--- config.mk ---
export PLATFORM = sky130hd
export DESIGN_NAME = smoothed_peak_detector_core_flat
export DESIGN_NICKNAME = d
export VERILOG_FILES = /design/src/rtl/spd_pkg.sv /design/src/rtl/spd_req_if.sv /design/src/rtl/spd_rsp_if.sv /design/src/rtl/spd_smoother.sv /design/src/rtl/smoothed_peak_detector_core.sv /design/src/flat_wrapper.sv
export SDC_FILE = /design/constraint.sdc
export NUM_CORES = 1
export LEC_CHECK = 0
export ABC_AREA = 1
export CAP_MARGIN = 20
export CORE_MARGIN = 10
export CORE_UTILIZATION = 47
export DETAILED_ROUTE_END_ITERATION = 6
export DONT_BUFFER_PORTS = 1
export SETUP_SLACK_MARGIN = 0.3
export SLEW_MARGIN = 20
export SYNTH_ARGS = -nofsm -noshare
export SYNTH_HDL_FRONTEND = slang
export SYNTH_SLANG_ARGS = --single-unit
--- constraint.sdc ---
create_clock -name clock -period 18.25 [get_ports clock]
set_input_delay 3.65 -clock clock [delete_from_list [all_inputs] [get_ports clock]]
set_output_delay 3.65 -clock clock [all_outputs]
set_load 0.05 [all_outputs]
--- src/rtl/spd_pkg.sv ---
// ----------------------------------------------------------------------------
// spd_pkg
// Shared widths, codes and reset values for the smoothed peak detector.
// ----------------------------------------------------------------------------
`default_nettype none

package spd_pkg;

   localparam int SampleW     = 31;
   localparam int WeightW     = 11;
   localparam int OutIdxW     = 16;
   localparam int BeatW       = 16;
   localparam int CountW      = 2;
   localparam int DefMaxSamples = 65536;

   localparam logic [WeightW-1:0] WeightOne   = 11'd1024;
   localparam logic [WeightW-1:0] WeightReset = 11'd307;
   localparam logic [BeatW-1:0]   BeatMax     = 16'hFFFF;
   localparam logic [CountW-1:0]  CountFull   = 2'd2;

   typedef enum logic [1:0] {
      SIGN_NONE = 2'd0,
      SIGN_RISE = 2'd1,
      SIGN_FALL = 2'd2
   } sign_type;

endpackage : spd_pkg

`default_nettype wire

--- src/rtl/spd_req_if.sv ---
// ----------------------------------------------------------------------------
// spd_req_if
// Request channel: one raw brightness sample and its end-of-record mark.
// ----------------------------------------------------------------------------
`default_nettype none

interface spd_req_if;
   import spd_pkg::*;

   logic               valid;
   logic               ready;
   logic [SampleW-1:0] sample;
   logic               last;

   modport source (output valid, output sample, output last, input ready);
   modport sink   (input valid, input sample, input last, output ready);

endinterface : spd_req_if

`default_nettype wire

--- src/rtl/spd_rsp_if.sv ---
// ----------------------------------------------------------------------------
// spd_rsp_if
// Response channel: smoothed value, peak flag, peak index and beat count.
// ----------------------------------------------------------------------------
`default_nettype none

interface spd_rsp_if;
   import spd_pkg::*;

   logic               valid;
   logic               ready;
   logic [SampleW-1:0] smoothed;
   logic               peak_found;
   logic [OutIdxW-1:0] peak_index;
   logic [BeatW-1:0]   beat_count;

   modport source (output valid, output smoothed, output peak_found,
                   output peak_index, output beat_count, input ready);
   modport sink   (input valid, input smoothed, input peak_found,
                   input peak_index, input beat_count, output ready);

endinterface : spd_rsp_if

`default_nettype wire

--- src/rtl/spd_smoother.sv ---
// ----------------------------------------------------------------------------
// spd_smoother
// Exponential smoothing y = x + floor(w * (prev - x) / 1024) and the
// direction of the step from the previous smoothed value.
// ----------------------------------------------------------------------------
`default_nettype none

module spd_smoother (
   input  wire logic [spd_pkg::SampleW-1:0] sample,
   input  wire logic [spd_pkg::SampleW-1:0] prev,
   input  wire logic [spd_pkg::WeightW-1:0] weight,
   input  wire logic                        first,
   output      logic [spd_pkg::SampleW-1:0] smoothed,
   output      spd_pkg::sign_type           direction
);
   import spd_pkg::*;

   localparam int DiffW = SampleW + 1;
   localparam int ProdW = DiffW + WeightW + 1;
   localparam int AccW  = ProdW - 10;

   logic [WeightW-1:0]      w_sat;
   logic signed [DiffW-1:0] diff;
   logic signed [ProdW-1:0] prod;
   logic signed [AccW-1:0]  step;
   logic signed [AccW-1:0]  sum;

   // clamp weights above one
   assign w_sat = (weight > WeightOne) ? WeightOne : weight;
   assign diff  = $signed({1'b0, prev}) - $signed({1'b0, sample});
   assign prod  = ProdW'(diff) * $signed({1'b0, w_sat});
   assign step  = AccW'(prod >>> 10);
   assign sum   = $signed({{(AccW-SampleW){1'b0}}, sample}) + step;

   always_comb begin
      if (first) begin
         smoothed = sample;
      end else begin
         smoothed = sum[SampleW-1:0];
      end
      if (smoothed > prev) begin
         direction = SIGN_RISE;
      end else if (smoothed < prev) begin
         direction = SIGN_FALL;
      end else begin
         direction = SIGN_NONE;
      end
   end

endmodule : spd_smoother

`default_nettype wire

--- src/rtl/smoothed_peak_detector_core.sv ---
// ----------------------------------------------------------------------------
// smoothed_peak_detector_core
// Smooths one brightness sample per request and flags confirmed peaks.
// ----------------------------------------------------------------------------
// Usage:
//   req  : valid/ready channel carrying sample and last. A request is taken
//          at a rising edge with valid and ready high.
//   rsp  : valid/ready channel with smoothed, peak_found, peak_index and
//          beat_count; exactly one response per request, in order.
//   csr  : csr_wr_en/csr_wr_data write the smoothing weight (Q1.10); write
//          it only while no request is in flight.
// Path: a request taken is held in the input register and moves to the
//   response register when it advances, so the response is offered from
//   then on.
// Throughput: one request per cycle while rsp is not held; the smoothing
//   multiply, the compare and the peak logic all complete combinationally
//   between the input register and the response register.
// Stall: while rsp is held, the response and input registers hold and
//   req.ready drops once both are occupied.
// Reset: clears the pipeline, all record state and sets the weight to 307.
//   A request with last set returns the record state to its reset values.
// ----------------------------------------------------------------------------
`default_nettype none

module smoothed_peak_detector_core #(
   parameter int MAX_SAMPLES = spd_pkg::DefMaxSamples
) (
   input  wire logic                        clock,
   input  wire logic                        reset,
   spd_req_if.sink                          req_ch,
   spd_rsp_if.source                        rsp_ch,
   input  wire logic                        csr_wr_en,
   input  wire logic [spd_pkg::WeightW-1:0] csr_wr_data
);
   import spd_pkg::*;

   localparam int IdxW = $clog2(MAX_SAMPLES);
   localparam int PadW = (IdxW >= OutIdxW) ? IdxW : OutIdxW;
   localparam logic [IdxW-1:0] IdxMax = IdxW'(MAX_SAMPLES - 1);

   logic [WeightW-1:0] weight_ff;

   logic               s1_valid_ff;
   logic [SampleW-1:0] s1_sample_ff;
   logic               s1_last_ff;

   logic               out_valid_ff;
   logic [SampleW-1:0] out_smoothed_ff;
   logic               out_peak_ff;
   logic [OutIdxW-1:0] out_index_ff;
   logic [BeatW-1:0]   out_beats_ff;

   logic [SampleW-1:0] prev_ff, prev_in;
   logic [IdxW-1:0]    idx_ff, idx_in;
   logic               held_ff, held_in;
   sign_type           settled_ff, settled_in;
   logic [CountW-1:0]  count_ff, count_in;
   logic [BeatW-1:0]   beats_ff, beats_in;

   logic               advance;
   logic [SampleW-1:0] smoothed;
   sign_type           direction;
   sign_type           resolved;
   logic               peak;
   logic [PadW-1:0]    pidx;

   assign advance       = s1_valid_ff && (!out_valid_ff || rsp_ch.ready);
   assign req_ch.ready  = !s1_valid_ff || advance;

   spd_smoother u_smoother (
      .sample    (s1_sample_ff),
      .prev      (prev_ff),
      .weight    (weight_ff),
      .first     (count_ff == '0),
      .smoothed  (smoothed),
      .direction (direction)
   );

   always_comb begin
      held_in    = held_ff;
      settled_in = settled_ff;
      peak       = 1'b0;
      pidx       = '0;
      resolved   = (direction == SIGN_FALL) ? SIGN_FALL : SIGN_RISE;
      if (count_ff != '0) begin
         if (held_ff) begin
            if (settled_in == SIGN_RISE && resolved == SIGN_FALL &&
                idx_ff >= IdxW'(2)) begin
               peak = 1'b1;
               pidx = PadW'(idx_ff - IdxW'(2));
            end
            settled_in = resolved;
            held_in    = 1'b0;
         end
         if (direction == SIGN_NONE) begin
            held_in = 1'b1;
         end else begin
            if (settled_in == SIGN_RISE && direction == SIGN_FALL &&
                idx_ff >= IdxW'(1)) begin
               peak = 1'b1;
               pidx = PadW'(idx_ff - IdxW'(1));
            end
            settled_in = direction;
         end
      end

      beats_in = (peak && beats_ff != BeatMax) ? beats_ff + 1'b1 : beats_ff;
      prev_in  = smoothed;
      idx_in   = (idx_ff != IdxMax) ? idx_ff + 1'b1 : idx_ff;
      count_in = (count_ff != CountFull) ? count_ff + 1'b1 : count_ff;
   end

   always_ff @(posedge clock) begin
      if (reset) begin
         weight_ff <= WeightReset;
      end else if (csr_wr_en) begin
         weight_ff <= csr_wr_data;
      end
   end

   always_ff @(posedge clock) begin
      if (reset) begin
         s1_valid_ff <= 1'b0;
      end else if (req_ch.ready) begin
         s1_valid_ff <= req_ch.valid;
      end
   end

   always_ff @(posedge clock) begin
      if (req_ch.valid && req_ch.ready) begin
         s1_sample_ff <= req_ch.sample;
         s1_last_ff   <= req_ch.last;
      end
   end

   always_ff @(posedge clock) begin
      if (reset) begin
         out_valid_ff <= 1'b0;
      end else if (advance) begin
         out_valid_ff <= 1'b1;
      end else if (rsp_ch.ready) begin
         out_valid_ff <= 1'b0;
      end
   end

   always_ff @(posedge clock) begin
      if (advance) begin
         out_smoothed_ff <= smoothed;
         out_peak_ff     <= peak;
         out_index_ff    <= pidx[OutIdxW-1:0];
         out_beats_ff    <= beats_in;
      end
   end

   // record state: advance on each request, drop back at end of record
   always_ff @(posedge clock) begin
      if (reset || (advance && s1_last_ff)) begin
         prev_ff    <= '0;
         idx_ff     <= '0;
         held_ff    <= 1'b0;
         settled_ff <= SIGN_NONE;
         count_ff   <= '0;
         beats_ff   <= '0;
      end else if (advance) begin
         prev_ff    <= prev_in;
         idx_ff     <= idx_in;
         held_ff    <= held_in;
         settled_ff <= settled_in;
         count_ff   <= count_in;
         beats_ff   <= beats_in;
      end
   end

   assign rsp_ch.valid      = out_valid_ff;
   assign rsp_ch.smoothed   = out_smoothed_ff;
   assign rsp_ch.peak_found = out_peak_ff;
   assign rsp_ch.peak_index = out_index_ff;
   assign rsp_ch.beat_count = out_beats_ff;

endmodule : smoothed_peak_detector_core

`default_nettype wire
--- src/flat_wrapper.sv ---
// flat-port wrapper written by rule: the top's interface ports become plain ports
module smoothed_peak_detector_core_flat import spd_pkg::*;
#(
   parameter int MAX_SAMPLES = spd_pkg::DefMaxSamples
)
  (clock, reset, csr_wr_en, csr_wr_data, req_ch_valid, req_ch_sample, req_ch_last, req_ch_ready, rsp_ch_valid, rsp_ch_smoothed, rsp_ch_peak_found, rsp_ch_peak_index, rsp_ch_beat_count, rsp_ch_ready);
  spd_req_if req_ch_i ();
  spd_rsp_if rsp_ch_i ();
  input  wire logic clock;
  input  wire logic reset;
  input  wire logic csr_wr_en;
  input  wire logic [spd_pkg::WeightW-1:0] csr_wr_data;
  input wire logic [$bits(req_ch_i.valid)-1:0] req_ch_valid;
  input wire logic [$bits(req_ch_i.sample)-1:0] req_ch_sample;
  input wire logic [$bits(req_ch_i.last)-1:0] req_ch_last;
  output wire logic [$bits(req_ch_i.ready)-1:0] req_ch_ready;
  output wire logic [$bits(rsp_ch_i.valid)-1:0] rsp_ch_valid;
  output wire logic [$bits(rsp_ch_i.smoothed)-1:0] rsp_ch_smoothed;
  output wire logic [$bits(rsp_ch_i.peak_found)-1:0] rsp_ch_peak_found;
  output wire logic [$bits(rsp_ch_i.peak_index)-1:0] rsp_ch_peak_index;
  output wire logic [$bits(rsp_ch_i.beat_count)-1:0] rsp_ch_beat_count;
  input wire logic [$bits(rsp_ch_i.ready)-1:0] rsp_ch_ready;
  assign req_ch_i.valid = req_ch_valid;
  assign req_ch_i.sample = req_ch_sample;
  assign req_ch_i.last = req_ch_last;
  assign req_ch_ready = req_ch_i.ready;
  assign rsp_ch_valid = rsp_ch_i.valid;
  assign rsp_ch_smoothed = rsp_ch_i.smoothed;
  assign rsp_ch_peak_found = rsp_ch_i.peak_found;
  assign rsp_ch_peak_index = rsp_ch_i.peak_index;
  assign rsp_ch_beat_count = rsp_ch_i.beat_count;
  assign rsp_ch_i.ready = rsp_ch_ready;
  smoothed_peak_detector_core #(.MAX_SAMPLES(MAX_SAMPLES)) u_core (.clock(clock), .reset(reset), .req_ch(req_ch_i), .rsp_ch(rsp_ch_i), .csr_wr_en(csr_wr_en), .csr_wr_data(csr_wr_data));
endmodule
After elaboration in Yosys (flattened, before gate mapping)
Cells that the tools add are included.

Add/sub/neg operators: 7. $mul: 1. Order comparisons: 5. Equality and inequality tests: 7. Multiplexer cells: 21. Reductions and logical operators: 20.

Operator list (count): 2-to-1 mux 16 bit (5); multiplier 32 x 12 -> 41 bit (1); adder 16 x 1 -> 16 bit, second input constant (2); != test 16 bit, second input constant (2); subtractor 31 x 31 -> 32 bit (1); adder 31 bit (1); > comparator 31 bit (1); less-than comparator 31 bit (1); 2-to-1 mux 31 bit (1); >= comparator 16 x 1 -> 1 bit, second input constant (1); >= comparator 16 x 2 -> 1 bit, second input constant (1); subtractor 16 x 1 -> 16 bit, second input constant (1); subtractor 16 x 2 -> 16 bit, second input constant (1); 2-to-1 mux 2 bit (6); > comparator 11 bit, second input constant (1); 2-to-1 mux 11 bit (1); logical AND 1 bit (8); 2-to-1 mux 1 bit (8); AND reduction 2 bit (3); equality test 2 x 1 -> 1 bit, second input constant (2); equality test 2 bit, second input constant (2); zero test 2 bit (2); nonzero test 2 bit (2); logical OR 1 bit (3); other kinds (3) (4).

Register bits: 177. Input bits: 48. Output and inout bits: 66. Word-level logic and storage cells: 76.

Longest topological paths before layout
Gate-level depths: netlist (run 1).

Word-level depth: 20. Gate-level depth with buffers: 66. Mapped depth without buffers: 64.

By module
A second synthesis (run 1) with hierarchy kept.

Cell total of the unflattened synthesis: 3182. Area, all modules: 24217.0 um2.

Modules (own cells, without submodules): spd_smoother (instances 1, cells an instance 2362, area an instance 16567.1 um2, sequential area each 0.0 um2); smoothed_peak_detector_core (instances 1, cells an instance 820, area an instance 7649.8 um2, sequential area each 4504.3 um2).

Worst setup path after synthesis (run 1)
Ideal clock, no wire load.

Path kind: register to register. From: reg u_core.s1_sample_ff[4]. To: reg u_core.out_index_ff[5] (netlist: u_core.rsp_ch.peak_index[5]), data pin. Library setup time: 0.266 ns. Arrival: 9.262 ns. Required time: 17.984 ns. Slack: 8.722 ns. Stages on the path, launching flop included: 52. Buffers on the path: 1. Period minus slack after synthesis: 9.528 ns. Cell sequence: edfxtp_1 inv_1 ha_1 a21o_1 a21boi_2 nand2_2 a21oi_1 o21ai_0 xor2_1 nand2_1 fa_1 fa_1 inv_1 fa_1 fa_1 inv_1 fa_1 inv_1 (+16 left out) o21bai_1 or2_1 nand3_1 nand2_1 ha_1 inv_1 nor2_1 nand2_1 inv_1 nand2_1 nand2_1 nor4_2 nand3_1 nor2_2 inv_2 buf_2 o21ai_0 nor2_1.

Longest elaborated chain between the ends: 16. Elaborated cells between the ends (all ways): 23. Classes of those cells: add/sub (2); mul (1); order compare (2); eq/ne (3); mux (10); reduce/logical (5).

RTL lines: start: declaration (RTL line smoothed_peak_detector_core.sv:44) `logic [SampleW-1:0] s1_sample_ff;`; start signal: assignment (RTL line smoothed_peak_detector_core.sv:131) `s1_sample_ff <= req_ch.sample;`; subtractor 31 x 31 -> 32 bit (RTL line spd_smoother.sv:30) `assign diff = $signed({1'b0, prev}) - $signed({1'b0, sample});`; multiplier 32 x 12 -> 41 bit (RTL line spd_smoother.sv:31) `assign prod = ProdW'(diff) * $signed({1'b0, w_sat});`; adder 31 bit * (RTL line spd_smoother.sv:33) `assign sum = $signed({{(AccW-SampleW){1'b0}}, sample}) + step;`; 2-to-1 mux 31 bit * (RTL line spd_smoother.sv:36) `if (first) begin`; net u_core.prev_in[28] (RTL line smoothed_peak_detector_core.sv:53) `logic [SampleW-1:0] prev_ff, prev_in;`; less-than comparator 31 bit (RTL line spd_smoother.sv:43) `end else if (smoothed < prev) begin`; 2-to-1 mux 2 bit (RTL line spd_smoother.sv:43); 2-to-1 mux 2 bit * (RTL line spd_smoother.sv:41) `if (smoothed > prev) begin`; equality test 2 bit (RTL line smoothed_peak_detector_core.sv:84, smoothed_peak_detector_core.sv:98); 2-to-1 mux 2 bit (RTL line smoothed_peak_detector_core.sv:84) `resolved = (direction == SIGN_FALL) ? SIGN_FALL : SIGN_RISE;`; equality test 2 bit / 2-to-1 mux 2 bit (equally long branches) (RTL line smoothed_peak_detector_core.sv:87, smoothed_peak_detector_core.sv:86); logical AND 1 bit / 2-to-1 mux 2 bit (equally long branches) (RTL line smoothed_peak_detector_core.sv:87, smoothed_peak_detector_core.sv:85); logical AND 1 bit / equality test 2 x 1 -> 1 bit (equally long branches) (RTL line smoothed_peak_detector_core.sv:87, smoothed_peak_detector_core.sv:98); 2-to-1 mux 16 bit / logical AND 1 bit (equally long branches) (RTL line smoothed_peak_detector_core.sv:87, smoothed_peak_detector_core.sv:98); 2-to-1 mux 16 bit / logical AND 1 bit (equally long branches) (RTL line smoothed_peak_detector_core.sv:86, smoothed_peak_detector_core.sv:98); 2-to-1 mux 16 bit (RTL line smoothed_peak_detector_core.sv:98) `if (settled_in == SIGN_RISE && direction == SIGN_FALL &&`; 2-to-1 mux 16 bit * (RTL line smoothed_peak_detector_core.sv:95) `if (direction == SIGN_NONE) begin`; end signal: assignment (RTL line smoothed_peak_detector_core.sv:150) `out_index_ff <= pidx[OutIdxW-1:0];`; end: declaration (RTL line smoothed_peak_detector_core.sv:50) `logic [OutIdxW-1:0] out_index_ff;`.

The timed path passes the listed nets; every way through them passes the cells marked *. The select of a mux whose other input is x is not followed. A chain may end at the register's enable or synchronous reset.

Final worst setup path (run 1)
From: reg u_core.s1_sample_ff[1]. To: reg u_core.out_index_ff[4] (netlist: u_core.rsp_ch.peak_index[4]), data pin.

The elaborated chain is that of the path after synthesis.

==> reports/qor.yml, run 1 <==
cells_and_area:
  final-instance-count-excl-fill: 3747
  area_growth_syn_to_layout_pct: 5.54
  drive_above_1_share_pct: 5.01
  design.final.nets: 3587
  antenna_cells_inserted: 0
worst_setup_path:
  path_class: "reg -> reg"
  worst-path-buf-inv: 7
  cpPeakStageDelay_ns: 0.84
  critPathArrivalTime_ns: 12.86
  timing.critical_path.from_type: "register"
  crit_family: "simple AND/OR/NAND/NOR gates"
  timing.critical_path.fanout_max: 17
  worstSetupEndpointType: "register"
  data_required_time_at_the_worst_endpoint_ns: 18.48
  slowest_stage: "sky130_fd_sc_hd__xor2_1"
  crit_path_frequent_cell: "sky130_fd_sc_hd__nand2_1"
cts:
  cts_buffers: 17
  postCtsHoldBufs: 0
  post_cts.repair.setup_buffers: 0
  clk_pin_slew_worst_setup_hold_paths_ns: 0.08
  ctsLongestPathBuffers: 2
  cts.root.buffer_cell: "sky130_fd_sc_hd__clkbuf_16"
  cts_resized: 0
  tritoncts: "yes"
  htree_num_levels: 4
  insertion_delay_ns: 0.50
  clock_sink_count: 177
global_route:
  grt_pass1_vias: 20128
  antenna_violations_before_repair: 4
  grt_max_degree: 71
  track_usage_pct: 23.0
  grt.overflow.total: 0
  grt_pass1_wl_um: 108000
die:
  chipHeight_um: 245
  die_x_um: 245
  design.core.area_um2: 50100
  fp.dieArea_um2: 59900
  initial_utilization_pct: 47.4
  top_level_i_o_count: 114
  placementRows: 82
route:
  routed.top_layer: "met5"
  detailroute.wirelength.met2_um: 32500
  drt-met1-wl_um: 29000
  initialDrtViolationCount: 1213
  avgViaCountPerCell: 5.29
  drt_first_pass_iters: 7
  drt-wirelength-per-cell_um: 18.2
  dr_wl_met3_um: 4260
  final_antenna_net_count: 0
  drc_errors: 0
  route.vias.total: 19824
  routed_wl_um: 68100
timing:
  finalCriticalPeriod_ns: 12.63
  slew_viol_final: 0
  timing.final.setup_violations: 0
  rsz0062_at_grt: "no"
  whs_ns: 0.459
  final.setup.tns_ns: 0
  timing.fmax_mhz: 79.2
  finalWorstSetupSlack_ns: 5.62
  fin_skew_ns: 0.0259
  timing_worst_slew_pin_value_ns: 1.21
  layout_worst_path_cycle_share_pct: 69.2
  final-hold-violation-count: 0
  maxSlewHeadroom_pct: 18.9
synthesis:
  ys_seq_elements: 177
  yosys.area.top_type_share_pct: 24.6
  synth.yosys.warnings: 0
  synth.avg_cell_area_um2: 7.67
  multiplexer_share_of_the_synthesized_area_pct: 0
  synth_compound_gate_area_share_pct: 9.74
  syn-num-nets: 3620
  netlist_area_um2: 23700
  netlist-cell-type-count: 64
  ys.flop_type: "sky130_fd_sc_hd__edfxtp_1"
  syn_inst: 3095
  yosys.area_share.xor_xnor_pct: 3.27
  main_combinational_cell_family_by_area_after_synthesis: "adder cells"
  synth_enable_flop_cells: 96
  synth_area_leaders: "sky130_fd_sc_hd__fa_1, sky130_fd_sc_hd__edfxtp_1, sky130_fd_sc_hd__inv_1"
  yosysMostFrequentCell: "sky130_fd_sc_hd__inv_1"
  most_numerous_cell_types_in_the_synthesized_netlist: "sky130_fd_sc_hd__inv_1, sky130_fd_sc_hd__nand2_1, sky130_fd_sc_hd__fa_1, sky130_fd_sc_hd__nor2_1, sky130_fd_sc_hd__ha_1"
  synth_largest_area_cell: "sky130_fd_sc_hd__fa_1"
  synth_area_in_adders_pct: 34.4
  post_synth_and_or_nand_nor_area_fraction_pct: 21.2
  synth.yosys.seq_area_share_pct: 19.0
  async_flop_share_pct: 0
job:
  cap_viol_max_count: 0
run_status:
  run_status: "complete, no violations"
min_path:
  worstHoldPathType: "reg -> reg"
placed_design:
  place_inst: 3715
  dp_worst_setup_slack_ns: 5.74
  hpwl_um: 55800
  buffer_ports.inserted: 0
  place.gp.congestion: 0.945
[cells by family (layout without fill, tap and decap cells)]
| group | count (synthesis) | in the layout |
|---|---|---|
| AND/OR/NAND/NOR | 1172 | 1172 |
| AO/OA/AOI/OAI | 405 | 405 |
| buffers and inverters | 780 | 760 |
| XOR/XNOR | 84 | 84 |
| adder cells (fa/ha/maj) | 477 | 477 |
| flip-flops | 177 | 177 |
[area by class of cell]
cell class / count / area (um2)
tap: 672 / 841
clock buffer: 17 / 425
clock inverter: 15 / 163
inverter: 708 / 2660
sequential: 177 / 4500
fill: 5062 / 25000
timing repair buffer: 20 / 150
multi-input combinational: 2138 / 16300
[metrics by stage]
step / util [%] / area [um2]
6_report: 50.0 / 25000
5_1_grt: 50.0 / 25000
4_1_cts: 50.0 / 25000
3_5_place_dp: 48.8 / 24400
3_3_place_gp: 48.8 / 24400
2_1_floorplan: - / 23700
[worst min-delay path, delay by kind of cell (launching register included)]
| family | cells | cell delay [ns] |
|---|---|---|
| buffers and inverters | 1 | 0.06 |
| DFF | 1 | 0.30 |
| AOI/OAI and AO/OA | 1 | 0.06 |
[flip-flops by register name, summed over array words and instances (netlist names), 2 cells and up]
name	count
u_core.weight_ff	11
u_core.idx_ff	16
u_core.rsp_ch.beat_count	16
u_core.rsp_ch.smoothed	31
u_core.count_ff	2
u_core.rsp_ch.peak_index	16
u_core.settled_ff	2
u_core.prev_ff	31
u_core.beats_ff	16
u_core.s1_sample_ff	31
[cell usage in the layout (no fill, tap or decap), types with 17 or more instances in the layout]
cell	n
sky130_fd_sc_hd__a21oi_1	182
sky130_fd_sc_hd__buf_4	20
sky130_fd_sc_hd__clkbuf_16	17
sky130_fd_sc_hd__dfxtp_1	81
sky130_fd_sc_hd__edfxtp_1	96
sky130_fd_sc_hd__fa_1	292
sky130_fd_sc_hd__ha_1	185
sky130_fd_sc_hd__inv_1	695
sky130_fd_sc_hd__nand2_1	640
sky130_fd_sc_hd__nand2_2	17
sky130_fd_sc_hd__nand3_1	138
sky130_fd_sc_hd__nand4_1	25
sky130_fd_sc_hd__nor2_1	249
sky130_fd_sc_hd__nor3_1	28
sky130_fd_sc_hd__o21ai_0	125
sky130_fd_sc_hd__or2_2	20
sky130_fd_sc_hd__xor2_1	64
[metal layers]
metal  global-route usage [%]  vias up
met2                     38.5      564
met4                     8.77        8
met3                     4.71      123
met1                     28.9     9599
met5                        0        -
li1                         -     9530
[worst paths after layout]
check | to | slack (ns) | start | cells past startpoint
max | u_core.rsp_ch.peak_index[4] | 5.62 | u_core.s1_sample_ff[1] | 55
max reg2reg | u_core.rsp_ch.peak_index[4] | 5.62 | u_core.s1_sample_ff[1] | 55
min reg2reg | u_core.settled_ff[0] | 0.46 | u_core.settled_ff[0] | 2
min | u_core.settled_ff[0] | 0.46 | u_core.settled_ff[0] | 2
Power of run 1 is left out: the tool's default activity adds up to more than one toggle a clock period on the data nets, which glitch-free logic cannot reach.
==> inputs of run 2 (changes only) <==
- clock period: 18.25 -> 11.75 ns (I/O delays scaled with it)
==> run 2 against run 1 <==
Sequential share of layout area fell by 0.51 points. Clock skew barely moved. Final cell count rose by 1.1%. Worst hold slack got worse by 0.0075 ns. Final area is 2.9% higher. Core utilization increased by 1.4 points. Wire length is 3.6% higher. Non-clock buffer count is 34 higher. Via count rose by 0.87%. Setup slack worse by 4.7 ns. Count of clock-buffer cells in the layout up 2. Largest cell class unchanged.
==> reports/qor.yml, run 2 (same netlist as run 1, synthesis figures left out) <==
worst_setup_path:
  setup.worst_path.start: "u_core.s1_sample_ff[14]"  # was u_core.s1_sample_ff[1]
  r2r.worst_path.cells: 49  # was 55
  crit_family: "adder cells"  # was simple AND/OR/NAND/NOR gates
  reg2reg_start: "u_core.s1_sample_ff[14]"  # was u_core.s1_sample_ff[1]
  cpPeakStageDelay_ns: 0.56  # was 0.84 ns
  worstSetupEndpointType: "register"  # unchanged
  timing.critical_path.from_type: "register"  # unchanged
  slowest_stage: "sky130_fd_sc_hd__fa_1"  # was sky130_fd_sc_hd__xor2_1
  path_class: "reg -> reg"  # unchanged
  critPathArrivalTime_ns: 11.11  # was 12.86 ns
  reg2reg_to: "u_core.rsp_ch.beat_count[8]"  # was u_core.rsp_ch.peak_index[4]
  worst-path-buf-inv: 7  # unchanged
  timing.critical_path.fanout_max: 8  # was 17
  rrSetupSlack_ns: 0.89  # was 5.62 ns
  data_required_time_at_the_worst_endpoint_ns: 11.99  # was 18.48 ns
global_route:
  grt_max_degree: 55  # was 71
  antenna_violations_before_repair: 4  # unchanged
  grt_pass1_wl_um: 110000  # was 108000 um
  track_usage_pct: 23.5  # was 23.0%
  grt.overflow.total: 0  # unchanged
  grt_pass1_vias: 20128  # unchanged
cells_and_area:
  final_cell_area_um2: 25800  # was 25000 um2
  num-fill-cells: 4874  # was 5062
  design.final.nets: 3622  # was 3587
  final_common_cell: "sky130_fd_sc_hd__inv_1"  # unchanged
  area_growth_syn_to_layout_pct: 8.60  # was 5.54%
  layout_common_cells: "sky130_fd_sc_hd__inv_1, sky130_fd_sc_hd__nand2_1, sky130_fd_sc_hd__fa_1"  # unchanged
  drive_above_1_share_pct: 8.26  # was 5.01%
timing:
  maxSlewHeadroom_pct: 29.7  # was 18.9%
  rsz0062_at_grt: "no"  # unchanged
  timing.fmax_mhz: 92.1  # was 79.2 MHz
  timing.final.setup_violations: 0  # unchanged
  timing_worst_slew_pin_value_ns: 1.05  # was 1.21 ns
  fin_skew_ns: 0.0263  # was 0.0259 ns
  layout_worst_path_cycle_share_pct: 92.5  # was 69.2%
  slew_viol_final: 0  # unchanged
  finalCriticalPeriod_ns: 10.86  # was 12.63 ns
  final-hold-violation-count: 0  # unchanged
die:
  design.core.area_um2: 50100  # unchanged
  chipHeight_um: 245  # unchanged
  top_level_i_o_count: 114  # unchanged
  die_x_um: 245  # unchanged
  initial_utilization_pct: 47.4  # unchanged
  fp.dieArea_um2: 59900  # unchanged
  placementRows: 82  # unchanged
cts:
  cts_buffers: 17  # unchanged
  insertion_delay_ns: 0.51  # was 0.50 ns
  postCtsHoldBufs: 0  # unchanged
  cts.root.buffer_cell: "sky130_fd_sc_hd__clkbuf_16"  # unchanged
  ctsLongestPathBuffers: 2  # unchanged
  clock_sink_count: 177  # unchanged
  tritoncts: "yes"  # unchanged
  htree_num_levels: 4  # unchanged
  clk_pin_slew_worst_setup_hold_paths_ns: 0.07  # was 0.08 ns
placed_design:
  place.gp.congestion: 0.968  # was 0.945
  buffer_ports.inserted: 0  # unchanged
  hpwl_um: 57600  # was 55800 um
  detailed_place.area_um2: 24600  # was 24400 um2
route:
  initialDrtViolationCount: 1179  # was 1213
  route.vias.total: 19996  # was 19824
  avgViaCountPerCell: 5.28  # was 5.29
  final_antenna_net_count: 0  # unchanged
  drt_first_pass_iters: 5  # was 7
  routed_wl_um: 70600  # was 68100 um
  drt-wirelength-per-cell_um: 18.6  # was 18.2 um
  drc_errors: 0  # unchanged
run_status:
  run_status: "complete, no violations"  # unchanged
job:
  cap_viol_max_count: 0  # unchanged
min_path:
  worstHoldPathType: "reg -> reg"  # unchanged
  worst_hold_startpoint: "u_core.settled_ff[0]"  # unchanged
  min_to: "u_core.settled_ff[0]"  # unchanged
  holdPathStages: 2  # unchanged
==> run 2: cell type report <==
class | instances | area (um2) | share of cell area, %
antenna | 5 | 12.5 | 0.0486
clock buffer | 19 | 433 | 1.68
clock inverter | 13 | 106 | 0.413
inverter | 708 | 2680 | 10.4
multi-input combinational | 2139 | 16800 | 65.0
sequential | 177 | 4500 | 17.5
tap | 672 | 841 | 3.26
timing repair buffer | 54 | 442 | 1.71
==> run 2: worst max path at each step <==
stage	end	cells after the start	slack [ns]
2_1_floorplan	u_core.rsp_ch.peak_index[5]	51	2.22
3_3_place_gp	u_core.beats_ff[15]	54	-0.04
3_5_place_dp	u_core.rsp_ch.beat_count[2]	53	-0.16
4_1_cts	u_core.rsp_ch.peak_index[12]	51	0.30
5_1_grt	u_core.rsp_ch.peak_index[3]	56	0.23
6_report	u_core.rsp_ch.beat_count[8]	49	0.89
==> run 2: layer usage <==
metal	vias up	track usage (%)	routed length, um
met5	-	0	13
met4	2	6.61	1700
met3	84	4.02	4240
met2	594	39.9	33800
met1	9706	30.3	30800
li1	9610	-	-
==> run 2: worst reg2reg max path, delay by kind of cell, from the launching register on <==
kind | cells | cell delay, ns
AO/OA/AOI/OAI | 13 | 2.43
adder cells (fa/ha/maj) | 9 | 3.82
buffers and inverters | 7 | 0.65
flip-flops | 1 | 0.42
XOR/XNOR | 1 | 0.14
AND/OR/NAND/NOR | 19 | 3.17
==> run 2: timing repair <==
item / in CTS / in global routing
pin swaps: 0 / 14
setup buffers: 0 / 14
resized for setup: 8 / 100
cloned: 0 / 2
setup endpoints to repair: 49 / 50
==> run 2: per-stage QoR <==
stage          setup TNS, ns  instances  hold WS (ns)  worst slack [ns]  utilization, %
4_1_cts                    0       3766         0.453             0.302            50.2
6_report                   0       3787         0.452             0.887            51.5
5_1_grt                    0       3782         0.471             0.229            51.4
2_1_floorplan              0       3095         0.428              2.22               -
3_5_place_dp           -3.84       3734         0.441            -0.159            49.1
3_3_place_gp          -0.171       3734         0.440           -0.0350            49.1
Power of run 2 is left out for the same reason.
